[src/hdl/assert_macros.svh]
// Assertion helpers shared by the blitter modules.
// Every assertion samples on clk and is switched off while rst_n is low.
`ifndef ASSERT_MACROS_SVH
`define ASSERT_MACROS_SVH

// The condition must hold at every clock edge.
`define SBCSF_ASSERT_ALWAYS(lbl, cond) \
    lbl: assert property (@(posedge clk) disable iff (!rst_n) (cond)) \
        else $error("sbcsf assertion failed");

// Whenever the antecedent holds, the consequent holds in the same cycle.
`define SBCSF_ASSERT_IMPL(lbl, ante, cons) \
    lbl: assert property (@(posedge clk) disable iff (!rst_n) (ante) |-> (cons)) \
        else $error("sbcsf assertion failed");

`endif

[src/hdl/sbcsf_pkg.sv]
package sbcsf_pkg;

    localparam int MAX_SCREEN_DIM = 2048;
    localparam int MAX_SPRITE_DIM = 256;
    localparam int MAX_SCALE      = 8;

    // Field widths of the ports.
    localparam int COL_W      = 8;
    localparam int RGBA_W     = 32;
    localparam int ADDR_W     = 22;
    localparam int RGB_W      = 24;
    localparam int ALPHA_W    = RGBA_W - RGB_W;
    localparam int DEST_W     = 13;
    localparam int SCR_W      = 12;
    localparam int SPR_W      = 9;
    localparam int MODE_W     = 5;
    localparam int CFG_IDX_W  = 3;
    localparam int CFG_DATA_W = 24;

    // Internal widths.
    localparam int SCALE_W = $clog2(MAX_SCALE + 1);
    localparam int PROD_W  = SPR_W + SCALE_W;
    localparam int CRD_W   = DEST_W + 3;
    localparam int POS_W   = $clog2(MAX_SCREEN_DIM);
    localparam int END_W   = $clog2(MAX_SCREEN_DIM + 1);

    localparam int QUEUE_DEPTH = 2;
    localparam int QPTR_W      = (QUEUE_DEPTH > 1) ? $clog2(QUEUE_DEPTH) : 1;
    localparam int QCNT_W      = $clog2(QUEUE_DEPTH + 1);

    // Bit positions inside draw_mode.
    localparam int MODE_FLIP_X = 0;
    localparam int MODE_FLIP_Y = 1;
    localparam int MODE_SCALE_LSB = 2;
    localparam int MODE_SCALE_MSB = 4;

    typedef enum logic [CFG_IDX_W-1:0] {
        REG_DEST_X,
        REG_DEST_Y,
        REG_SCREEN_WIDTH,
        REG_SCREEN_HEIGHT,
        REG_SPRITE_WIDTH,
        REG_SPRITE_HEIGHT,
        REG_DRAW_MODE,
        REG_KEY_RGB
    } reg_index_t;

    typedef struct packed {
        logic signed [DEST_W-1:0] dest_x;
        logic signed [DEST_W-1:0] dest_y;
        logic [SCR_W-1:0]         screen_width;
        logic [SCR_W-1:0]         screen_height;
        logic [SPR_W-1:0]         sprite_width;
        logic [SPR_W-1:0]         sprite_height;
        logic [MODE_W-1:0]        draw_mode;
        logic [RGB_W-1:0]         key_rgb;
    } cfg_t;

    // One clipped block on the screen: columns x0..x1-1, rows y0..y1-1.
    typedef struct packed {
        logic [POS_W-1:0] x0;
        logic [END_W-1:0] x1;
        logic [POS_W-1:0] y0;
        logic [END_W-1:0] y1;
        logic [RGB_W-1:0] rgb;
    } blk_t;

    typedef struct packed {
        logic valid;
        blk_t blk;
    } push_t;

    typedef struct packed {
        logic avail;
        blk_t blk;
    } q_head_t;

    typedef enum logic {
        BK_IDLE,
        BK_RUN
    } back_state_t;

    function automatic logic [SCR_W-1:0] sat_screen(input logic [SCR_W-1:0] v);
        return (v > SCR_W'(MAX_SCREEN_DIM)) ? SCR_W'(MAX_SCREEN_DIM) : v;
    endfunction

    function automatic logic [SPR_W-1:0] sat_sprite(input logic [SPR_W-1:0] v);
        return (v > SPR_W'(MAX_SPRITE_DIM)) ? SPR_W'(MAX_SPRITE_DIM) : v;
    endfunction

    function automatic logic [SCALE_W-1:0] scale_of(input logic [MODE_W-1:0] mode);
        logic [SCALE_W-1:0] s;
        s = SCALE_W'(mode[MODE_SCALE_MSB:MODE_SCALE_LSB]) + SCALE_W'(1);
        return (s > SCALE_W'(MAX_SCALE)) ? SCALE_W'(MAX_SCALE) : s;
    endfunction

endpackage

[src/hdl/sbcsf_if.sv]
interface sbcsf_pix_if;
    logic                              valid;
    logic                              ready;
    logic [sbcsf_pkg::COL_W-1:0]       src_col;
    logic [sbcsf_pkg::COL_W-1:0]       src_row;
    logic [sbcsf_pkg::RGBA_W-1:0]      pixel_rgba;

    modport source (output valid, output src_col, output src_row, output pixel_rgba,
                    input ready);
    modport sink   (input valid, input src_col, input src_row, input pixel_rgba,
                    output ready);
endinterface

interface sbcsf_wr_if;
    logic                              valid;
    logic                              ready;
    logic [sbcsf_pkg::ADDR_W-1:0]      write_addr;
    logic [sbcsf_pkg::RGB_W-1:0]       write_rgb;
    logic                              write_last;

    modport source (output valid, output write_addr, output write_rgb, output write_last,
                    input ready);
    modport sink   (input valid, input write_addr, input write_rgb, input write_last,
                    output ready);
endinterface

[src/hdl/sbcsf_front.sv]
module sbcsf_front (
    sbcsf_pix_if.sink        pixel,
    input  sbcsf_pkg::cfg_t  cfg,
    input  logic             q_full,
    output sbcsf_pkg::push_t push
);
    import sbcsf_pkg::*;

    logic [SPR_W-1:0]        sw;
    logic [SPR_W-1:0]        sh;
    logic [SCR_W-1:0]        scrw;
    logic [SCR_W-1:0]        scrh;
    logic [SCALE_W-1:0]      scale;
    logic                    transparent;
    logic                    outside;
    logic [SPR_W-1:0]        dx;
    logic [SPR_W-1:0]        dy;
    logic [PROD_W-1:0]       px;
    logic [PROD_W-1:0]       py;
    logic signed [CRD_W-1:0] x0s, x1s, y0s, y1s;
    logic signed [CRD_W-1:0] x0c, x1c, y0c, y1c;
    logic signed [CRD_W-1:0] scale_s, scrw_s, scrh_s;
    logic                    empty_blk;

    assign pixel.ready = !q_full;

    always_comb
    begin
        sw    = sat_sprite(cfg.sprite_width);
        sh    = sat_sprite(cfg.sprite_height);
        scrw  = sat_screen(cfg.screen_width);
        scrh  = sat_screen(cfg.screen_height);
        scale = scale_of(cfg.draw_mode);

        transparent = (pixel.pixel_rgba[RGBA_W-1:ALPHA_W] == cfg.key_rgb)
                   || (pixel.pixel_rgba[ALPHA_W-1:0] == '0);
        outside     = (SPR_W'(pixel.src_col) >= sw) || (SPR_W'(pixel.src_row) >= sh);

        // Mirroring only matters for pixels inside the sprite, where it stays in range.
        dx = cfg.draw_mode[MODE_FLIP_X] ? (sw - SPR_W'(1) - SPR_W'(pixel.src_col))
                                        : SPR_W'(pixel.src_col);
        dy = cfg.draw_mode[MODE_FLIP_Y] ? (sh - SPR_W'(1) - SPR_W'(pixel.src_row))
                                        : SPR_W'(pixel.src_row);

        px = PROD_W'(dx) * PROD_W'(scale);
        py = PROD_W'(dy) * PROD_W'(scale);

        scale_s = $signed(CRD_W'(scale));
        scrw_s  = $signed(CRD_W'(scrw));
        scrh_s  = $signed(CRD_W'(scrh));

        x0s = CRD_W'(cfg.dest_x) + $signed(CRD_W'(px));
        y0s = CRD_W'(cfg.dest_y) + $signed(CRD_W'(py));
        x1s = x0s + scale_s;
        y1s = y0s + scale_s;

        x0c = (x0s < 0) ? '0 : x0s;
        y0c = (y0s < 0) ? '0 : y0s;
        x1c = (x1s > scrw_s) ? scrw_s : x1s;
        y1c = (y1s > scrh_s) ? scrh_s : y1s;

        empty_blk = (x0c >= x1c) || (y0c >= y1c);

        push.valid   = pixel.valid && !q_full && !transparent && !outside && !empty_blk;
        push.blk.x0  = x0c[POS_W-1:0];
        push.blk.x1  = x1c[END_W-1:0];
        push.blk.y0  = y0c[POS_W-1:0];
        push.blk.y1  = y1c[END_W-1:0];
        push.blk.rgb = pixel.pixel_rgba[RGBA_W-1:ALPHA_W];
    end

endmodule

[src/hdl/sbcsf_queue.sv]
`include "assert_macros.svh"

module sbcsf_queue (
    input  logic                clk,
    input  logic                rst_n,
    input  sbcsf_pkg::push_t    push,
    input  logic                pop,
    output logic                full,
    output sbcsf_pkg::q_head_t  head
);
    import sbcsf_pkg::*;

    blk_t              entry_reg [QUEUE_DEPTH];
    logic [QPTR_W-1:0] wr_ptr_reg, wr_ptr_next;
    logic [QPTR_W-1:0] rd_ptr_reg, rd_ptr_next;
    logic [QCNT_W-1:0] count_reg, count_next;
    logic              do_pop;

    assign full       = (count_reg == QCNT_W'(QUEUE_DEPTH));
    assign head.avail = (count_reg != '0);
    assign head.blk   = entry_reg[rd_ptr_reg];
    assign do_pop     = pop && head.avail;

    always_comb
    begin
        wr_ptr_next = wr_ptr_reg;
        rd_ptr_next = rd_ptr_reg;
        count_next  = count_reg;
        if (push.valid)
        begin
            wr_ptr_next = (wr_ptr_reg == QPTR_W'(QUEUE_DEPTH - 1)) ? '0
                                                                   : wr_ptr_reg + QPTR_W'(1);
        end
        if (do_pop)
        begin
            rd_ptr_next = (rd_ptr_reg == QPTR_W'(QUEUE_DEPTH - 1)) ? '0
                                                                   : rd_ptr_reg + QPTR_W'(1);
        end
        if (push.valid && !do_pop)
        begin
            count_next = count_reg + QCNT_W'(1);
        end
        else if (do_pop && !push.valid)
        begin
            count_next = count_reg - QCNT_W'(1);
        end
    end

    always_ff @(posedge clk or negedge rst_n)
    begin
        if (!rst_n)
        begin
            wr_ptr_reg <= '0;
            rd_ptr_reg <= '0;
            count_reg  <= '0;
        end
        else
        begin
            wr_ptr_reg <= wr_ptr_next;
            rd_ptr_reg <= rd_ptr_next;
            count_reg  <= count_next;
        end
    end

    always_ff @(posedge clk)
    begin
        if (push.valid)
        begin
            entry_reg[wr_ptr_reg] <= push.blk;
        end
    end

    `SBCSF_ASSERT_ALWAYS(a_count_bound, count_reg <= QCNT_W'(QUEUE_DEPTH))
    `SBCSF_ASSERT_IMPL(a_no_push_full, full, !push.valid)

endmodule

[src/hdl/sbcsf_back.sv]
`include "assert_macros.svh"

module sbcsf_back (
    input  logic               clk,
    input  logic               rst_n,
    input  sbcsf_pkg::cfg_t    cfg,
    input  sbcsf_pkg::q_head_t head,
    output logic               pop,
    sbcsf_wr_if.source         fb_write
);
    import sbcsf_pkg::*;

    back_state_t       state_reg, state_next;
    blk_t              cur_reg, cur_next;
    logic [POS_W-1:0]  bx_reg, bx_next;
    logic [POS_W-1:0]  by_reg, by_next;
    logic [ADDR_W-1:0] base_reg, base_next;
    logic              out_valid_reg, out_valid_next;
    logic [ADDR_W-1:0] out_addr_reg, out_addr_next;
    logic [RGB_W-1:0]  out_rgb_reg, out_rgb_next;
    logic              out_last_reg, out_last_next;
    logic [SCR_W-1:0]  scrw;
    logic              out_free;
    logic              row_end;
    logic              blk_end;
    logic              emit;

    assign fb_write.valid      = out_valid_reg;
    assign fb_write.write_addr = out_addr_reg;
    assign fb_write.write_rgb  = out_rgb_reg;
    assign fb_write.write_last = out_last_reg;

    assign scrw     = sat_screen(cfg.screen_width);
    assign out_free = !out_valid_reg || fb_write.ready;
    assign row_end  = (END_W'(bx_reg) + END_W'(1) == cur_reg.x1);
    assign blk_end  = row_end && (END_W'(by_reg) + END_W'(1) == cur_reg.y1);

    always_comb
    begin
        state_next     = state_reg;
        cur_next       = cur_reg;
        bx_next        = bx_reg;
        by_next        = by_reg;
        base_next      = base_reg;
        out_addr_next  = out_addr_reg;
        out_rgb_next   = out_rgb_reg;
        out_last_next  = out_last_reg;
        out_valid_next = out_valid_reg && !fb_write.ready;
        emit           = 1'b0;
        pop            = 1'b0;

        unique case (state_reg)
            BK_IDLE:
            begin
                pop = head.avail;
            end
            BK_RUN:
            begin
                if (out_free)
                begin
                    emit = 1'b1;
                    if (blk_end)
                    begin
                        pop        = head.avail;
                        state_next = BK_IDLE;
                    end
                end
            end
        endcase

        if (emit)
        begin
            out_valid_next = 1'b1;
            out_addr_next  = base_reg + ADDR_W'(bx_reg);
            out_rgb_next   = cur_reg.rgb;
            out_last_next  = blk_end;
            if (row_end)
            begin
                bx_next   = cur_reg.x0;
                by_next   = by_reg + POS_W'(1);
                base_next = base_reg + ADDR_W'(scrw);
            end
            else
            begin
                bx_next = bx_reg + POS_W'(1);
            end
        end

        // A block waiting in the queue follows the last write of the previous one without a gap.
        if (pop)
        begin
            state_next = BK_RUN;
            cur_next   = head.blk;
            bx_next    = head.blk.x0;
            by_next    = head.blk.y0;
            base_next  = ADDR_W'(head.blk.y0) * ADDR_W'(scrw);
        end
    end

    always_ff @(posedge clk or negedge rst_n)
    begin
        if (!rst_n)
        begin
            state_reg     <= BK_IDLE;
            out_valid_reg <= 1'b0;
        end
        else
        begin
            state_reg     <= state_next;
            out_valid_reg <= out_valid_next;
        end
    end

    always_ff @(posedge clk)
    begin
        cur_reg      <= cur_next;
        bx_reg       <= bx_next;
        by_reg       <= by_next;
        base_reg     <= base_next;
        out_addr_reg <= out_addr_next;
        out_rgb_reg  <= out_rgb_next;
        out_last_reg <= out_last_next;
    end

    `SBCSF_ASSERT_IMPL(a_walk_in_block, state_reg == BK_RUN,
        (END_W'(bx_reg) < cur_reg.x1) && (END_W'(by_reg) < cur_reg.y1))
    `SBCSF_ASSERT_IMPL(a_row_base, state_reg == BK_RUN,
        base_reg == ADDR_W'(by_reg) * ADDR_W'(scrw))

endmodule

[src/hdl/sprite_blit_colorkey_scale_flip_unit.sv]
// Color-keyed sprite blitter with mirroring and integer scaling.
// The pixel channel takes one sprite pixel per item (column, row, 0xRRGGBBAA).
// The fb_write channel gives one framebuffer write per item: linear address,
// 0xRRGGBB color and a last mark on the final write that a pixel causes.
// Keyed, zero-alpha, out-of-sprite and fully clipped pixels are accepted and
// give no writes. Registers are written through cfg_write_en/cfg_index/cfg_data;
// users must write them only while the block is idle; it does not enforce this.
// A pixel's writes pass the block queue, walker and output register in turn.
// Throughput: the walker emits one write per cycle unless the receiver stalls;
// a scale-s pixel gives up to s*s writes, and blocks follow one another with no gap.
// A two-entry block queue sits between the classifier and the walker, so new
// pixels are taken while the walker is still busy or the receiver stalls.
// When the receiver holds ready low the output register keeps its write and
// the walker waits; once the queue is full the pixel channel drops ready.
// Reset empties the queue and the output register and loads the register
// reset values (640x480 screen, 16x16 sprite, scale one, key 0xFF00FF).
module sprite_blit_colorkey_scale_flip_unit (
    input  logic                             clk,
    input  logic                             rst_n,
    input  logic                             cfg_write_en,
    input  logic [sbcsf_pkg::CFG_IDX_W-1:0]  cfg_index,
    input  logic [sbcsf_pkg::CFG_DATA_W-1:0] cfg_data,
    sbcsf_pix_if.sink                        pixel,
    sbcsf_wr_if.source                       fb_write
);
    import sbcsf_pkg::*;

    cfg_t    cfg_reg, cfg_next;
    push_t   push;
    q_head_t head;
    logic    q_full;
    logic    pop;

    // Register file. Every index has a register, so no write is ever dropped.
    always_comb
    begin
        cfg_next = cfg_reg;
        if (cfg_write_en)
        begin
            unique case (reg_index_t'(cfg_index))
                REG_DEST_X:        cfg_next.dest_x        = $signed(cfg_data[DEST_W-1:0]);
                REG_DEST_Y:        cfg_next.dest_y        = $signed(cfg_data[DEST_W-1:0]);
                REG_SCREEN_WIDTH:  cfg_next.screen_width  = cfg_data[SCR_W-1:0];
                REG_SCREEN_HEIGHT: cfg_next.screen_height = cfg_data[SCR_W-1:0];
                REG_SPRITE_WIDTH:  cfg_next.sprite_width  = cfg_data[SPR_W-1:0];
                REG_SPRITE_HEIGHT: cfg_next.sprite_height = cfg_data[SPR_W-1:0];
                REG_DRAW_MODE:     cfg_next.draw_mode     = cfg_data[MODE_W-1:0];
                REG_KEY_RGB:       cfg_next.key_rgb       = cfg_data[RGB_W-1:0];
            endcase
        end
    end

    always_ff @(posedge clk or negedge rst_n)
    begin
        if (!rst_n)
        begin
            cfg_reg.dest_x        <= '0;
            cfg_reg.dest_y        <= '0;
            cfg_reg.screen_width  <= SCR_W'(640);
            cfg_reg.screen_height <= SCR_W'(480);
            cfg_reg.sprite_width  <= SPR_W'(16);
            cfg_reg.sprite_height <= SPR_W'(16);
            cfg_reg.draw_mode     <= '0;
            cfg_reg.key_rgb       <= RGB_W'(24'hFF00FF);
        end
        else
        begin
            cfg_reg <= cfg_next;
        end
    end

    // Front: drops transparent and out-of-sprite pixels, mirrors, scales and clips to a block, dropping empty ones.
    sbcsf_front u_front (
        .pixel  (pixel),
        .cfg    (cfg_reg),
        .q_full (q_full),
        .push   (push)
    );

    // Short queue of clipped blocks between the two halves.
    sbcsf_queue u_queue (
        .clk   (clk),
        .rst_n (rst_n),
        .push  (push),
        .pop   (pop),
        .full  (q_full),
        .head  (head)
    );

    // Back: walks each block in row-major order, one write per cycle unless the receiver stalls.
    sbcsf_back u_back (
        .clk      (clk),
        .rst_n    (rst_n),
        .cfg      (cfg_reg),
        .head     (head),
        .pop      (pop),
        .fb_write (fb_write)
    );

endmodule

[src/flat_wrapper.sv]
// flat-port wrapper written by rule: the top's interface ports become plain ports
module sprite_blit_colorkey_scale_flip_unit_flat import sbcsf_pkg::*;
  (clk, rst_n, cfg_write_en, cfg_index, cfg_data, pixel_valid, pixel_src_col, pixel_src_row, pixel_pixel_rgba, pixel_ready, fb_write_valid, fb_write_write_addr, fb_write_write_rgb, fb_write_write_last, fb_write_ready);
  sbcsf_pix_if pixel_i ();
  sbcsf_wr_if fb_write_i ();
  input  logic clk;
  input  logic rst_n;
  input  logic cfg_write_en;
  input  logic [sbcsf_pkg::CFG_IDX_W-1:0] cfg_index;
  input  logic [sbcsf_pkg::CFG_DATA_W-1:0] cfg_data;
  input wire logic [$bits(pixel_i.valid)-1:0] pixel_valid;
  input wire logic [$bits(pixel_i.src_col)-1:0] pixel_src_col;
  input wire logic [$bits(pixel_i.src_row)-1:0] pixel_src_row;
  input wire logic [$bits(pixel_i.pixel_rgba)-1:0] pixel_pixel_rgba;
  output wire logic [$bits(pixel_i.ready)-1:0] pixel_ready;
  output wire logic [$bits(fb_write_i.valid)-1:0] fb_write_valid;
  output wire logic [$bits(fb_write_i.write_addr)-1:0] fb_write_write_addr;
  output wire logic [$bits(fb_write_i.write_rgb)-1:0] fb_write_write_rgb;
  output wire logic [$bits(fb_write_i.write_last)-1:0] fb_write_write_last;
  input wire logic [$bits(fb_write_i.ready)-1:0] fb_write_ready;
  assign pixel_i.valid = pixel_valid;
  assign pixel_i.src_col = pixel_src_col;
  assign pixel_i.src_row = pixel_src_row;
  assign pixel_i.pixel_rgba = pixel_pixel_rgba;
  assign pixel_ready = pixel_i.ready;
  assign fb_write_valid = fb_write_i.valid;
  assign fb_write_write_addr = fb_write_i.write_addr;
  assign fb_write_write_rgb = fb_write_i.write_rgb;
  assign fb_write_write_last = fb_write_i.write_last;
  assign fb_write_i.ready = fb_write_ready;
  sprite_blit_colorkey_scale_flip_unit u_core (.clk(clk), .rst_n(rst_n), .cfg_write_en(cfg_write_en), .cfg_index(cfg_index), .cfg_data(cfg_data), .pixel(pixel_i), .fb_write(fb_write_i));
endmodule
[config.mk]
export PLATFORM = sky130hd
export DESIGN_NAME = sprite_blit_colorkey_scale_flip_unit_flat
export DESIGN_NICKNAME = d
export VERILOG_FILES = /design/src/hdl/sbcsf_pkg.sv /design/src/hdl/sbcsf_if.sv /design/src/hdl/sbcsf_front.sv /design/src/hdl/sbcsf_queue.sv /design/src/hdl/sbcsf_back.sv /design/src/hdl/sprite_blit_colorkey_scale_flip_unit.sv /design/src/flat_wrapper.sv
export VERILOG_INCLUDE_DIRS = /design/src /design/src/hdl
export SDC_FILE = /design/constraint.sdc
export NUM_CORES = 1
export LEC_CHECK = 0
export ABC_CLOCK_PERIOD_IN_PS = 16800
export BUFFER_PORTS_ARGS = -buffer_cell sky130_fd_sc_hd__buf_4
export CAP_MARGIN = 20
export CORE_AREA = 2 2 209 231
export DETAILED_ROUTE_END_ITERATION = 7
export DIE_AREA = 0 0 211 233
export PLACE_DENSITY_LB_ADDON = 0.08
export SLEW_MARGIN = 10
export SYNTH_ARGS = -nofsm -noshare
export SYNTH_HDL_FRONTEND = slang
export SYNTH_SLANG_ARGS = --single-unit
[constraint.sdc]
create_clock -name clk -period 16.8 [get_ports clk]
set_input_delay 4.2 -clock clk [delete_from_list [all_inputs] [get_ports clk]]
set_output_delay 4.2 -clock clk [all_outputs]
set_load 0.02 [all_outputs]
==> results_dict.tcl, run 1 <==
set metrics [dict create \
    via_count 18680 \
    drt-total-wl_um 65840 \
    ys_types 92 \
    holdPathEnd "u_core.u_back.fb_write.write_rgb[21]" \
    max-slew-margin-rel_pct 32.40 \
    status "finished, final reports clean" \
    ys_ff_latch 393 \
    dp_hpwl_um 49110 \
    ant_nets 0 \
    r2r-end "u_core.u_queue.entry_reg[1][14]" \
    multi_input_area_um2 15350 \
    io_buffers 128 \
    cts_hold_buf 0 \
    regArea_um2 11320 \
    clk_latency_ps 600 \
    crit_path_end_kind "flop" \
    grt_overflow_total 0 \
    routabilityCongestion 0.8952 \
    largest_reg_flops 140 \
    fp-row-count 83 \
    grt_pass1_wl_um 105300 \
    cts_buffers 43 \
    fin_nets 3053 \
    grt_usage_pct 27.86 \
    fin_crit_ps 15240 \
    cts_root_buf "clkbuf_16" \
    drt-initial-drc-count 1017 \
    path_max_fanout 47 \
    hold_viol 0 \
    finalSetupViolCount 0 \
    slew_violations 0 \
    wl_per_cell_um 20.33 \
    hp-start "u_core.u_back.cur_reg[21]" \
    drt-pass1-iter-count 5 \
    antenna_found_initial 0 \
    async_flop_share_pct 26.21 \
    setup_tns_ps 0 \
    drc 0 \
    slowest_delay_ps 630 \
    worst-setup-path-type "in -> reg" \
    dieArea_um2 49160 \
    syn_area_um2 27840 \
    finClkSkew_ps 22.73 \
    cts_tree "built" \
    worst_slew_pin_slew_ps 985.8 \
    clkSinkCount 393 \
    rr_startpoint "u_core.cfg_reg[26]" \
    min_path_type "reg -> reg" \
    num-fill-cells 3641 \
    design.portCount 129 \
    drive_gt1_share_pct 17.74 \
    cts_buffer_depth 3 \
    reg2reg_depth 42 \
    area_delta_synth_final_pct 11.11 \
    vias_per_cell 5.769 \
    syn_nets 2923 \
    avgSynthCellArea_um2 11.23 \
    synth_edf_count 290 \
    die_w_um 211 \
    antenna_cells 0 \
    hold_depth 0 \
    syn_inst 2478 \
    clk_pin_slew_ps 60 \
    rrSetupSlack_ps 3530 \
    cp.required_ps 17060 \
    max_freq_mhz 65.61 \
    post_cts.repair.setup_buffers 0 \
    ys_warn_count 0 \
    start_util_pct 59.70 \
    synth_ff_type "edfxtp_1" \
    die_h_um 233 \
    max_cap_viol_count 0 \
    grt_max_degree 71 \
    core_um2 46630 \
    start_kind "primary input" \
    grt_pass1_vias 19360 \
    rsz0062_at_grt "no" \
    cts_resized 0 \
    ys_seq_area_share_pct 40.65 \
    critPathSlowestCell "and2_2" \
    cts-htree-levels 2 \
    finalCritPeriodShare_pct 90.72 \
    worst_ep_arrival_time_ps 15500 \
]
cells by family (layout without fill, tap and decap cells):
family | count (synthesis) | count (layout) | synth area share (%)
AND/OR/NAND/NOR | 639 | 639 | 11.20
buffers and inverters | 309 | 474 | 4.373
AO/OA/AOI/OAI | 325 | 325 | 7.722
adder cells (fa/ha/maj) | 365 | 365 | 19.75
XOR/XNOR | 196 | 196 | 6.450
flip-flops | 393 | 393 | 40.65
multiplexers | 251 | 251 | 9.861
placed cells by master (no fill, tap or decap), drive strengths merged, types with 18 or more instances in the layout:
| cell | synthesis | routed |
|---|---|---|
| nor3 | 44 | 44 |
| buf | 19 | 149 |
| nand2 | 164 | 164 |
| fa | 124 | 124 |
| nor2 | 193 | 193 |
| xor2 | 73 | 73 |
| dfrtp | 79 | 79 |
| clkbuf | 45 | 49 |
| nand4 | 18 | 18 |
| mux2 | 186 | 186 |
| nand2b | 52 | 52 |
| nor2b | 40 | 40 |
| a21oi | 95 | 95 |
| o21ai | 74 | 74 |
| dfstp | 24 | 24 |
| inv | 240 | 244 |
| nand3 | 39 | 39 |
| ha | 241 | 241 |
| clkinv | 5 | 23 |
| or2 | 21 | 21 |
| mux2i | 65 | 65 |
| a21o | 39 | 39 |
| edfxtp | 290 | 290 |
| xnor2 | 118 | 118 |
per-stage QoR:
stage	utilization, %	instance area [um^2]	instances	setup WS [ps]	hold WS (ps)
6_report	66.33	30930	3238	1559	418.8
5_1_grt	66.33	30930	3238	774.1	427.0
4_1_cts	66.32	30920	3237	1671	419.3
3_5_place_dp	63.21	29470	3157	1096	404.5
3_3_place_gp	63.17	29460	3155	1402	401.1
2_1_floorplan	-	27840	2478	82.84	400.3
per-layer routing:
layer	routed length, um	track usage [%]	share of wire, %	vias up
li1	-	-	-	8905
met1	27920	35.64	42	9221
met2	32980	48.90	50	446
met3	3189	4.333	4.8	107
met4	1750	8.209	2.7	0
met5	0	0	0	-
worst max-delay path by stage:
stage | startpoint | to
2_1_floorplan | pixel_src_row[0] | u_core.u_queue.entry_reg[0][0]
3_3_place_gp | pixel_src_row[0] | u_core.u_queue.entry_reg[1][3]
3_5_place_dp | pixel_src_row[0] | u_core.u_queue.entry_reg[1][3]
4_1_cts | pixel_src_row[0] | u_core.u_queue.entry_reg[1][68]
5_1_grt | pixel_src_row[0] | u_core.u_queue.entry_reg[1][15]
6_report | pixel_src_row[0] | u_core.u_queue.entry_reg[1][14]
synthesized netlist by cell type, types with 24 or more instances:
cell type	number	area share, %
a21o_1	39	1.1
a21oi_1	94	1.7
clkbuf_1	44	0.59
dfrtp_1	79	7.1
dfstp_2	24	2.3
edfxtp_1	290	31
fa_1	124	8.9
ha_1	241	11
inv_1	238	3.2
mux2_2	170	6.9
mux2i_1	65	2.3
nand2_1	164	2.2
nand2b_1	52	1.2
nand3_1	38	0.68
nor2_1	192	2.6
nor2b_1	40	0.90
nor3_1	41	0.74
o21ai_0	62	1.1
xnor2_1	118	3.7
xor2_1	72	2.3
critical path, delay by kind of cell:
family | cells | cell delay, ps
and+or+nand+nor | 12 | 2840
xor gates and xnor gates | 2 | 360
adders and majority gates | 8 | 3180
AOI/OAI and AO/OA | 16 | 3440
muxes | 2 | 490
buffers and inverters | 6 | 900
layout make-up:
type | instances | share of cell area, %
Multi-Input combinational cell | 1776 | 49.63
Sequential cell | 393 | 36.60
Timing Repair Buffer | 149 | 3.701
Clock buffer | 49 | 3.616
Inverter | 245 | 2.973
Tap cell | 595 | 2.407
Clock inverter | 31 | 1.076
Power of run 1 is not shown: default switching activity piles up to over one toggle a cycle in this logic, so the estimate is an artifact.
==> run 2, diff against run 1 <==
CELL_PAD_IN_SITES_DETAIL_PLACEMENT = 1   (was not set)
CELL_PAD_IN_SITES_GLOBAL_PLACEMENT = 1   (was not set)
CORE_AREA = 2 2 226 251   (was 2 2 209 231)
DIE_AREA = 0 0 228 253   (was 0 0 211 233)
GPL_ROUTABILITY_DRIVEN = 0   (was not set)
==> results_dict.tcl, run 2 (synthesis results as in run 1) <==
set metrics [dict create \
    status "finished, final reports clean" \
    rsz0062_at_grt "no" \
    path_max_fanout 20 \
    max_freq_mhz 64.26 \
    fin_nets 3059 \
    hold_viol 0 \
    vias_per_cell 5.595 \
    drt-pass1-iter-count 5 \
    setup_slack_ps 1239 \
    mostFrequentLayoutCell "edfxtp_1" \
    worst_ep_arrival_time_ps 15830 \
    worst_slew_pin_slew_ps 971.7 \
    slowest_delay_ps 630 \
    critPathSlowestCell "a41oi_4" \
    clkSinkCount 393 \
    grt_usage_pct 26.91 \
    finalCritPeriodShare_pct 92.63 \
    grt_overflow_total 0 \
    area_delta_synth_final_pct 11.96 \
    drive_gt1_share_pct 17.78 \
    dp_hpwl_um 57620 \
    grt_pass1_wl_um 120400 \
    finClkSkew_ps 44.77 \
    cts_buffers 44 \
    drt-total-wl_um 75690 \
    wl_per_cell_um 22.30 \
    grt_pass1_vias 21360 \
    slew_violations 0 \
    clk_latency_ps 610 \
    die_h_um 253 \
    post_cts.repair.setup_buffers 0 \
    cts-htree-levels 2 \
    drt-initial-drc-count 818 \
    finalSetupViolCount 0 \
    grt_max_degree 78 \
    cts_resized 0 \
    largest_reg_flops 140 \
    fp-row-count 91 \
    dp_slack_ps 651.6 \
    worst-setup-path-type "in -> reg" \
    max-slew-margin-rel_pct 34.40 \
    min_path_type "reg -> reg" \
    crit_path_end_kind "flop" \
    cts_hold_buf 0 \
    clk_pin_slew_ps 60 \
    dieArea_um2 57680 \
    setup_tns_ps 0 \
    cts_root_buf "clkbuf_16" \
    io_buffers 128 \
    ant_nets 0 \
    dpl_cell_area_um2 29690 \
    antenna_found_initial 1 \
    cts_buffer_depth 3 \
    most-common-layout-cells "290 x edfxtp_1, 241 x ha_1, 238 x inv_1, 192 x nor2_1, 170 x mux2_2" \
    start_kind "primary input" \
    cp.required_ps 17070 \
    via_count 18990 \
    dp.cells 3310 \
    fin_cells 3394 \
    core_um2 55340 \
    max_cap_viol_count 0 \
    stdcell_area_um2 31170 \
    cts_tree "built" \
    fin_crit_ps 15560 \
    start_util_pct 50.31 \
    design.portCount 129 \
    die_w_um 228 \
    drc 0 \
]
## run 2: critical path, delay by kind of cell
kind,cells,cell delay (ps)
AND/OR/NAND/NOR,13,2990
AO/OA/AOI/OAI,17,3970
XOR/XNOR,2,330
multiplexers,2,540
adder cells (fa/ha/maj),8,3180
buffers and inverters,5,620
## run 2: per-layer routing
metal	part of all wire (%)	GRT usage, %	vias to the layer above
met5	0	0	-
met4	3.9	9.879	0
met3	3.6	3.637	167
met2	51	49.29	368
met1	41	32.28	9555
li1	-	-	8898
## run 2: worst paths after layout
kind | start | slack, ps | endpoint | cells past startpoint
setup reg to reg | u_core.cfg_reg[26] | 2830 | u_core.u_queue.entry_reg[0][29] | 43
max in group asynchronous | rst_n | 11790 | u_core.u_queue.rd_ptr_reg | 2
setup / recovery | pixel_src_row[0] | 1240 | u_core.u_queue.entry_reg[0][29] | 47
hold / removal | u_core.u_back.cur_reg[2] | 420 | u_core.u_back.fb_write.write_rgb[2] | 0
min in group asynchronous | rst_n | 3590 | u_core.cfg_reg[80] | 1
hold reg to reg | u_core.u_back.cur_reg[2] | 420 | u_core.u_back.fb_write.write_rgb[2] | 0
## run 2: layout make-up
type                    count  area, um^2
repair buffers            154        1181
clock inverters            21       261.5
flip-flops and latches    393       11320
inverters                 245       919.6
fillers                  5872       24170
multi-input cells        1776       15350
clock buffers              60        1201
diodes                      1       2.502
well taps                 744       930.9
## run 2: per-stage QoR
| step | util (%) | hold slack [ps] |
|---|---|---|
| floorplan | - | 400.3 |
| global placement | 53.65 | 400.6 |
| detailed placement | 53.65 | 406.3 |
| CTS | 56.29 | 421.5 |
| global route | 56.32 | 426.5 |
| finish | 56.32 | 420.0 |
Power of run 2 is left out for the same reason.
